**config.mk**
```make
export PLATFORM = sky130hd
export DESIGN_NAME = mrt_fifo
export DESIGN_NICKNAME = d
export VERILOG_FILES = /design/src/rtl/mrt_pkg.sv /design/src/rtl/mrt_fifo.sv
export SDC_FILE = /design/constraint.sdc
export NUM_CORES = 1
export LEC_CHECK = 0
export ABC_AREA = 1
export BUFFER_PORTS_ARGS = -buffer_cell sky130_fd_sc_hd__buf_2
export CAP_MARGIN = 40
export CORE_ASPECT_RATIO = 0.9
export CORE_UTILIZATION = 45
export CTS_CLUSTER_SIZE = 20
export DETAILED_ROUTE_END_ITERATION = 8
export PLACE_DENSITY = 0.74
export RECOVER_POWER = 25
export SLEW_MARGIN = 25
export SYNTH_ARGS = -nofsm -noshare
export SYNTH_HDL_FRONTEND = slang
export SYNTH_SLANG_ARGS = --single-unit
```
**constraint.sdc**
```tcl
create_clock -name i_clk -period 1.7 [get_ports i_clk]
set_input_delay 0.17 -clock i_clk [delete_from_list [all_inputs] [get_ports i_clk]]
set_output_delay 0.17 -clock i_clk [all_outputs]
set_load 0.03 [all_outputs]
```
**src/rtl/mrt_pkg.sv**
```systemverilog
// Shared types, constants and register codes for the median RTD temperature block.
// Used by every module of the block; it depends on nothing.
package mrt_pkg;

    localparam int WINDOW   = 5;
    localparam int POS_W    = $clog2(WINDOW);
    localparam int RANK_W   = $clog2(WINDOW);
    localparam int MED_RANK = WINDOW / 2;

    typedef logic signed [15:0] t_code;
    typedef logic signed [23:0] t_volt;
    typedef logic signed [19:0] t_res;
    typedef logic signed [21:0] t_temp;

    localparam int CFG_IDX_W  = 3;
    localparam int CFG_DATA_W = 24;

    localparam logic [CFG_IDX_W-1:0] CFG_FULL_SCALE = 3'd0;
    localparam logic [CFG_IDX_W-1:0] CFG_RES_GAIN   = 3'd1;
    localparam logic [CFG_IDX_W-1:0] CFG_RES_OFFSET = 3'd2;
    localparam logic [CFG_IDX_W-1:0] CFG_R_ZERO     = 3'd3;
    localparam logic [CFG_IDX_W-1:0] CFG_INV_SENS   = 3'd4;

    typedef struct packed {
        logic [22:0]        full_scale_uv;
        logic [23:0]        res_gain_q16;
        logic signed [17:0] res_offset_mohm;
        logic [19:0]        r_zero_mohm;
        logic [23:0]        inv_sens_q16;
    } t_cfg;

    localparam logic [22:0]        RST_FULL_SCALE = 23'd4096000;
    localparam logic [23:0]        RST_RES_GAIN   = 24'd3134144;
    localparam logic signed [17:0] RST_RES_OFFSET = -18'sd10;
    localparam logic [19:0]        RST_R_ZERO     = 20'd100000;
    localparam logic [23:0]        RST_INV_SENS   = 24'd170199;

    localparam int QUEUE_DEPTH = 2;
    localparam int QPTR_W      = $clog2(QUEUE_DEPTH);
    localparam int QCNT_W      = $clog2(QUEUE_DEPTH + 1);

    localparam int RES_DIVISOR = 1000;
    localparam int QUO_W       = 20;
    localparam int REM_W       = 31;

    // Rounded-up reciprocal of 1000 scaled by 2^38.
    localparam logic [28:0] RES_RECIP       = 29'd274877907;
    localparam int          RES_RECIP_SHIFT = 38;

    localparam int PRE_CLAMP = 500000000;
    localparam int PRE_QUO   = PRE_CLAMP / RES_DIVISOR;
    localparam int RES_MAX   = 300000;
    localparam int TEMP_MAX  = 2000000;

endpackage

```
**src/rtl/mrt_fifo.sv**
```systemverilog
// Short queue of median codes between the front end and the arithmetic back end.
// Depends on mrt_pkg.
module mrt_fifo (
    input  logic          i_clk,
    input  logic          i_rst_n,
    input  logic          i_push,
    input  mrt_pkg::t_code i_push_data,
    output logic          o_full,
    input  logic          i_pop,
    output logic          o_avail,
    output mrt_pkg::t_code o_pop_data
);
    import mrt_pkg::*;

    t_code             r_mem [QUEUE_DEPTH];
    logic [QPTR_W-1:0] r_wr;
    logic [QPTR_W-1:0] r_rd;
    logic [QCNT_W-1:0] r_cnt;
    logic              w_do_push;
    logic              w_do_pop;

    assign o_full     = (r_cnt == QCNT_W'(QUEUE_DEPTH));
    assign o_avail    = (r_cnt != '0);
    assign o_pop_data = r_mem[r_rd];
    assign w_do_push  = i_push && !o_full;
    assign w_do_pop   = i_pop && o_avail;

    always_ff @(posedge i_clk) begin
        if (w_do_push) begin
            r_mem[r_wr] <= i_push_data;
        end
    end

    always_ff @(posedge i_clk) begin
        if (!i_rst_n) begin
            r_wr  <= '0;
            r_rd  <= '0;
            r_cnt <= '0;
        end else begin
            if (w_do_push) begin
                r_wr <= (r_wr == QPTR_W'(QUEUE_DEPTH - 1)) ? '0 : r_wr + 1'b1;
            end
            if (w_do_pop) begin
                r_rd <= (r_rd == QPTR_W'(QUEUE_DEPTH - 1)) ? '0 : r_rd + 1'b1;
            end
            if (w_do_push && !w_do_pop) begin
                r_cnt <= r_cnt + 1'b1;
            end else if (w_do_pop && !w_do_push) begin
                r_cnt <= r_cnt - 1'b1;
            end
        end
    end

endmodule

```
==> results.md, run 1 <==
* Drt via density at 4.63
* Net load switching power at 0.917 mW
* Yosys synthesis warning count at 0
* Slew Limit Fails at 0
* Post-Syn Nets at 108
* Post-synthesis compound-gate area fraction at 2.15%
* Largest net degree at the start of global routing at 17
* Main synth FF type: edfxtp_1
* Area contributors post-synth: edfxtp_1 66%, mux2_4 10%, dfxtp_1 6.9%
* Mux cell area share after synthesis at 15.0%
* Die X at 61.9 microns
* Peak VDD IR at 0.000845 V
* Synth Area in Simple Gates at 4.90%
* Total power at 2.61 mW
* DRT Wirelength at 2580 microns
* Internal at 1.69 mW
* Final cycle utilization of the critical path at 92.0%
* Peak Freq at 639 MHz
* Critical Path RT at 1530 ps
* Synth Area in Adders at 0.860%
* H-tree Lvls at 2
* Setup TNS at 0 ps
* Worst slack, placed at 253 ps
* Status: completed
* Synthesized area at 0.00146 sq mm
* Flop pwr share at 46.3%
* Vias in the first global route at 842
* Area Growth Syn to Fin at 30.0%
* DRC violations left at 0
* Final nets at 170
* CP Capture Type: output pin
* Worst-Skew Late Latency at 330 ps
* Max_cap viols at 0
* Final setup fails at 0
* Share of total power in combinational logic at 37.6%
* Share of cells above drive strength 1 at 40.0%
* Post-Synth XOR/XNOR Area at 0%
* CP max-delay cell: dfxtp_1
* Row cnt at 19
* HP Class: in2reg
* RSZ-0062 raised after global routing: false
* CP Cell Sequence: buf_4 > mux2_4 > buf_2
* Die Y at 55.9 microns
* Mapped Avg Cell Area at 16.7 sq um
* Initial antenna violation count at 0
* Crit path buf inv count at 2
* Slew @ Worst Pin at 227 ps
* Ys async rst share at 0%
* Worst Setup Start Kind: register
* Rel. slew slack at 84.9%
* Fin worst setup slack at 136 ps
* Starting DRT DRC Count at 26
* Synth Instances at 87
* Antenna cells at 0
* Area share of the largest cell type after synthesis at 66.0%
* Hold slack at 31.7 ps
* Critical path's largest stage delay at 340 ps
* Multi-input gate area in the final layout at 333 sq um
* Synth top cells by count: 32 x edfxtp_1, 10 x mux2_4, 9 x nor2_1
* I/O pin total at 38
* PwrDens at 1380 mW/mm^2
* Final Critical Period at 1560 ps
* CTS sink count at 37
* Post-CTS Hold Buffers at 1
* Fillers at 252
* Post-CTS Resized at 0
* Max clock buf depth at 2
* CTS clk-pin slew, worst paths at 100 ps
* Final Hold Viols at 0
* CTS Buf Count at 5
* Max Fanout on Critical Path at 10
* Reg area at 0.00106 sq mm
* Switch share at 35.1%
* Post-CTS setup buffer count at 0
* Initial Util at 47.5%
* Placeable Area at 0.00307 sq mm
* First-pass GRT wire length at 3520 microns
* DR vias at 888
* Path type of the worst setup path: reg2out
* Post-synthesis sequential area ratio at 72.9%
* First-pass iteration count of the detailed router at 4
* Yosys cell types at 17
* EDFF count, synth at 32
* Most frequent cell after synthesis: edfxtp_1
* Clk root buf: clkbuf_4
* Gpl congestion at 0.777
* Delay-heaviest family, CP: buffers and inverters
* Detail Placement HPWL at 1750 microns
* CTS tree: yes
* Register bit count reported by yosys at 37
* Largest family of logic cells by synthesized area: multiplexers
* Clock share of power at 16.1%
* Final core occ at 61.7%
* Post-route ant nets at 0
* GRT Resource Usage Total at 15.3%
* Die ar. at 0.00347 sq mm
* GRT overflow at 0
* Worst EP arrival at 1390 ps
* Final Skew at 13.7 ps
* Wire per inst at 13.4 microns
* Synth area leader: edfxtp_1
* Pleak at 0.770 nW
* Port-buffer cells at 37
## cell type report
class | count | share of cell area (%)
clock buffers | 7 | 2.38
repair buffers | 57 | 19.3
multi-input cells | 40 | 17.6
inverters | 8 | 1.59
clock inverters | 1 | 0.265
flip-flops and latches | 37 | 56.1
well taps | 42 | 2.78
## flip-flops by register name, indices dropped and copies added, names as in the netlist, named ones only
register	count
r_mem	32
r_cnt	2
r_rd	1
r_wr	1
## layer usage
metal / share of wire (%) / global-route usage, %
met5: 0 / 0
met4: 0.78 / 8.25
met3: 6.8 / 9.30
met2: 55 / 25.2
met1: 38 / 14.0
## placed cells by master, fill, tap and decap left out
cell type      netlist  layout
dfxtp_1              5       5
clkbuf_1             0       8
clkbuf_4             0       5
mux2_2               6       6
nand3_1              1       1
o21a_1               1       1
inv_1                7       7
nand4_1              1       1
a21oi_1              1       1
dlygate4sd3_1        0      15
nor2_1               9       9
mux2_4              10      10
buf_2                0      31
nand2_1              7       7
buf_4                0       5
o21ai_0              2       2
ha_1                 1       1
clkinv_2             0       1
edfxtp_1            32      32
o21ai_2              1       1
inv_2                1       1
## power groups by stage
stage	logic, mW	clock network (mW)	registers, mW
after floorplan	0.743	0	1.22
after global placement	0.927	0	1.22
after detailed placement	0.967	0	1.23
after CTS	0.969	0.440	1.21
after global routing	1.06	0.484	1.22
final	0.980	0.420	1.21
## through the flow
step                      instances  area (sq um)
after global routing            192          1890
after detailed placement        169          1700
after global placement          169          1700
final                           192          1890
after CTS                       178          1760
after floorplan                  87          1460
## logic make-up (layout without fill, tap and decap cells)
family / Yosys count / after routing
buffers and inverters: 10 / 73
DFF: 37 / 37
AOI/OAI and AO/OA: 5 / 5
muxes: 16 / 16
adders and majority gates: 1 / 1
and+or+nand+nor: 18 / 18
## final timing paths
path,startpoint,end,slack [ps],depth (start not counted)
max reg2reg,r_cnt[1]$_SDFFE_PN0P_,r_cnt[1]$_SDFFE_PN0P_,260,9
min reg2reg,r_wr$_SDFFE_PN0N_,r_wr$_SDFFE_PN0N_,520,2
min,i_push_data[7],r_mem[0][7]$_DFFE_PP_,30,1
max,register,o_pop_data[4],140,3
Power figures use the tool's default switching activity.
==> run 2: changes to the inputs <==
Settings changed: PLACE_DENSITY 0.74 to 0.72, SETUP_SLACK_MARGIN set to 0.02.
Clock period 1.7 ns to 1.9 ns, I/O delays scaled along.
==> run 2 against run 1 <==
Effect of this change: sequential share of layout area is 2.4 points higher; combinational power is 14% lower; clock skew is 6.0 ps lower; hold slack worse by 2.5 ps; routed wire length is 15% lower; highest routed layer unchanged; critical endpoint is now o_pop_data[6]; critical path type unchanged; first-iteration DRC count is 46% lower.
==> results.md, run 2 (same netlist as run 1, synthesis figures left out) <==
* Critical path's largest stage delay at 550 ps (+210 ps)
* Most common cell after layout, fill and taps aside: buf_2
* Post-CTS Resized at 0 (unchanged)
* Peak Freq at 569 MHz
* R2R cell count at 9 (unchanged)
* Area Growth Syn to Fin at 24.8%
* Final setup fails at 0 (unchanged)
* Vias in the first global route at 745 (-12%)
* Worst slack, placed at 468 ps (+215 ps)
* Placeable Area at 0.00307 sq mm (unchanged)
* H-tree Lvls at 2 (unchanged)
* Final nets at 155 (-8.8%)
* HP Class: in2reg
* Status: completed
* Biggest register: r_mem
* Initial Util at 47.5% (unchanged)
* Post-CTS Hold Buffers at 0 (-1)
* Worst Setup Start Kind: register
* Die Y at 55.9 microns (unchanged)
* Post-CTS setup buffer count at 0 (unchanged)
* WHS Path Cells at 1 (unchanged)
* Initial antenna violation count at 0 (unchanged)
* CTS tree: yes
* CTS clk-pin slew, worst paths at 110 ps (about the same)
* Gpl congestion at 0.720 (-7.4%)
* Fin worst setup slack at 143 ps (+7.56 ps)
* Worst-Skew Late Latency at 340 ps (about the same)
* Wire per inst at 12.4 microns (-7.3%)
* Critical Path RT at 1710 ps (+180 ps)
* Clk root buf: clkbuf_4
* Reg-to-reg setup timing slack at 460 ps (+200 ps)
* WHS Endpoint: r_mem[1][15]$_DFFE_PP_
* Largest net degree at the start of global routing at 14 (-3)
* Slew @ Worst Pin at 351 ps (+124 ps)
* Slew Limit Fails at 0 (unchanged)
* Final Skew at 7.71 ps (-5.98 ps)
* R2R Path End: r_cnt[1]$_SDFFE_PN0P_
* DR vias at 810 (-8.8%)
* First-pass iteration count of the detailed router at 2 (-2)
* Largest registers: r_mem: 32 flops, r_cnt: 2 flops
* Antenna cells at 0 (unchanged)
* CTS Buf Count at 5 (unchanged)
* Most frequent cells in the layout: 35 x buf_2, 32 x edfxtp_1, 10 x mux2_4
* Share of cells above drive strength 1 at 48.9% (+8.9 points)
* Reg area at 0.00106 sq mm (unchanged)
* GRT overflow at 0 (unchanged)
* Post-route ant nets at 0 (unchanged)
* First-pass GRT wire length at 3190 microns (-9.2%)
* Max Fanout on Critical Path at 10 (unchanged)
* Final Hold Viols at 0 (unchanged)
* Final Critical Period at 1760 ps
* DRC violations left at 0 (unchanged)
* Final core occ at 59.2% (-2.5 points)
* Total power at 2.61 mW (about the same)
* Critical hold path startpoint: i_push_data[15]
* Multi-input gate area in the final layout at 333 sq um (unchanged)
* CP Cell Sequence: buf_12 > mux2_4 > buf_2
* CTS sink count at 37 (unchanged)
* Drt via density at 4.58 (-1.1%)
* Max reg flops at 32 (unchanged)
* Max clock buf depth at 2 (unchanged)
* PwrDens at 1440 mW/mm^2 (+4.2%)
* DRT Wirelength at 2200 microns (-15%)
* Worst EP arrival at 1570 ps (+180 ps)
* GRT Resource Usage Total at 13.5% (-1.9 points)
* Worst reg2reg startpoint: r_cnt[1]$_SDFFE_PN0P_
* Die X at 61.9 microns (unchanged)
* Pleak at 0.748 nW (-2.8%)
* Max_cap viols at 0 (unchanged)
* Final cycle utilization of the critical path at 92.4%
* Rel. slew slack at 76.5% (-8.3 points)
* CP Capture Type: output pin
* Row cnt at 19 (unchanged)
* Detail Placement HPWL at 1600 microns (-8.5%)
* I/O pin total at 38 (unchanged)
* RSZ-0062 raised after global routing: false
* Peak VDD IR at 0.000733 V (-13%)
* Port-buffer cells at 37 (unchanged)
* Path type of the worst setup path: reg2out
* CP max-delay cell: dfxtp_1
* Die ar. at 0.00347 sq mm (unchanged)
* Setup TNS at 0 ps (unchanged)
* Starting DRT DRC Count at 14 (-46%)
* Fillers at 237 (-6.0%)
-- run 2: layout make-up --
cell class                      count  area share, %
Clock buffer                        5           2.07
Clock inverter                      3           3.79
Inverter                            8           1.65
Multi-Input combinational cell     40           18.3
Sequential cell                    37           58.4
Tap cell                           42           2.89
Timing Repair Buffer               42           12.8
-- run 2: metrics by stage --
| step | hold slack (ps) | std cells | area (sq um) |
|---|---|---|---|
| 2_1_floorplan | 289 | 87 | 1460 |
| 3_3_place_gp | 378 | 169 | 1710 |
| 3_5_place_dp | 382 | 169 | 1710 |
| 4_1_cts | 14.0 | 177 | 1820 |
| 5_1_grt | 11.9 | 177 | 1820 |
| 6_report | 29.2 | 177 | 1820 |
-- run 2: worst max path at each step --
stage	start	end	slack, ps	depth (start not counted)
final	register	o_pop_data[6]	140	3
after floorplan	r_cnt[0]$_SDFFE_PN0P_	r_mem[1][0]$_DFFE_PP_	320	2
after global placement	register	o_pop_data[6]	530	3
after detailed placement	r_cnt[1]$_SDFFE_PN0P_	r_cnt[1]$_SDFFE_PN0P_	470	9
after CTS	register	o_pop_data[6]	110	3
after global routing	register	o_pop_data[8]	80	3
-- run 2: worst max-delay path: cells and delay by family, from the launching register on --
kind | cells | cell delay (ps)
buf+inv | 2 | 380
flops | 1 | 550
mux | 1 | 300
-- run 2: metal layers --
layer	global-route usage, %	wire length, microns
met3	5.81	152
met5	0	0
met2	21.0	1070
met1	15.4	950
met4	6.67	33
-- run 2: report_power, final --
part	switching, mW	total [mW]	internal, mW
clock network	0.261	0.675	0.414
logic	0.507	0.838	0.331
registers	0.0672	1.10	1.03
total	0.834	2.61	1.78
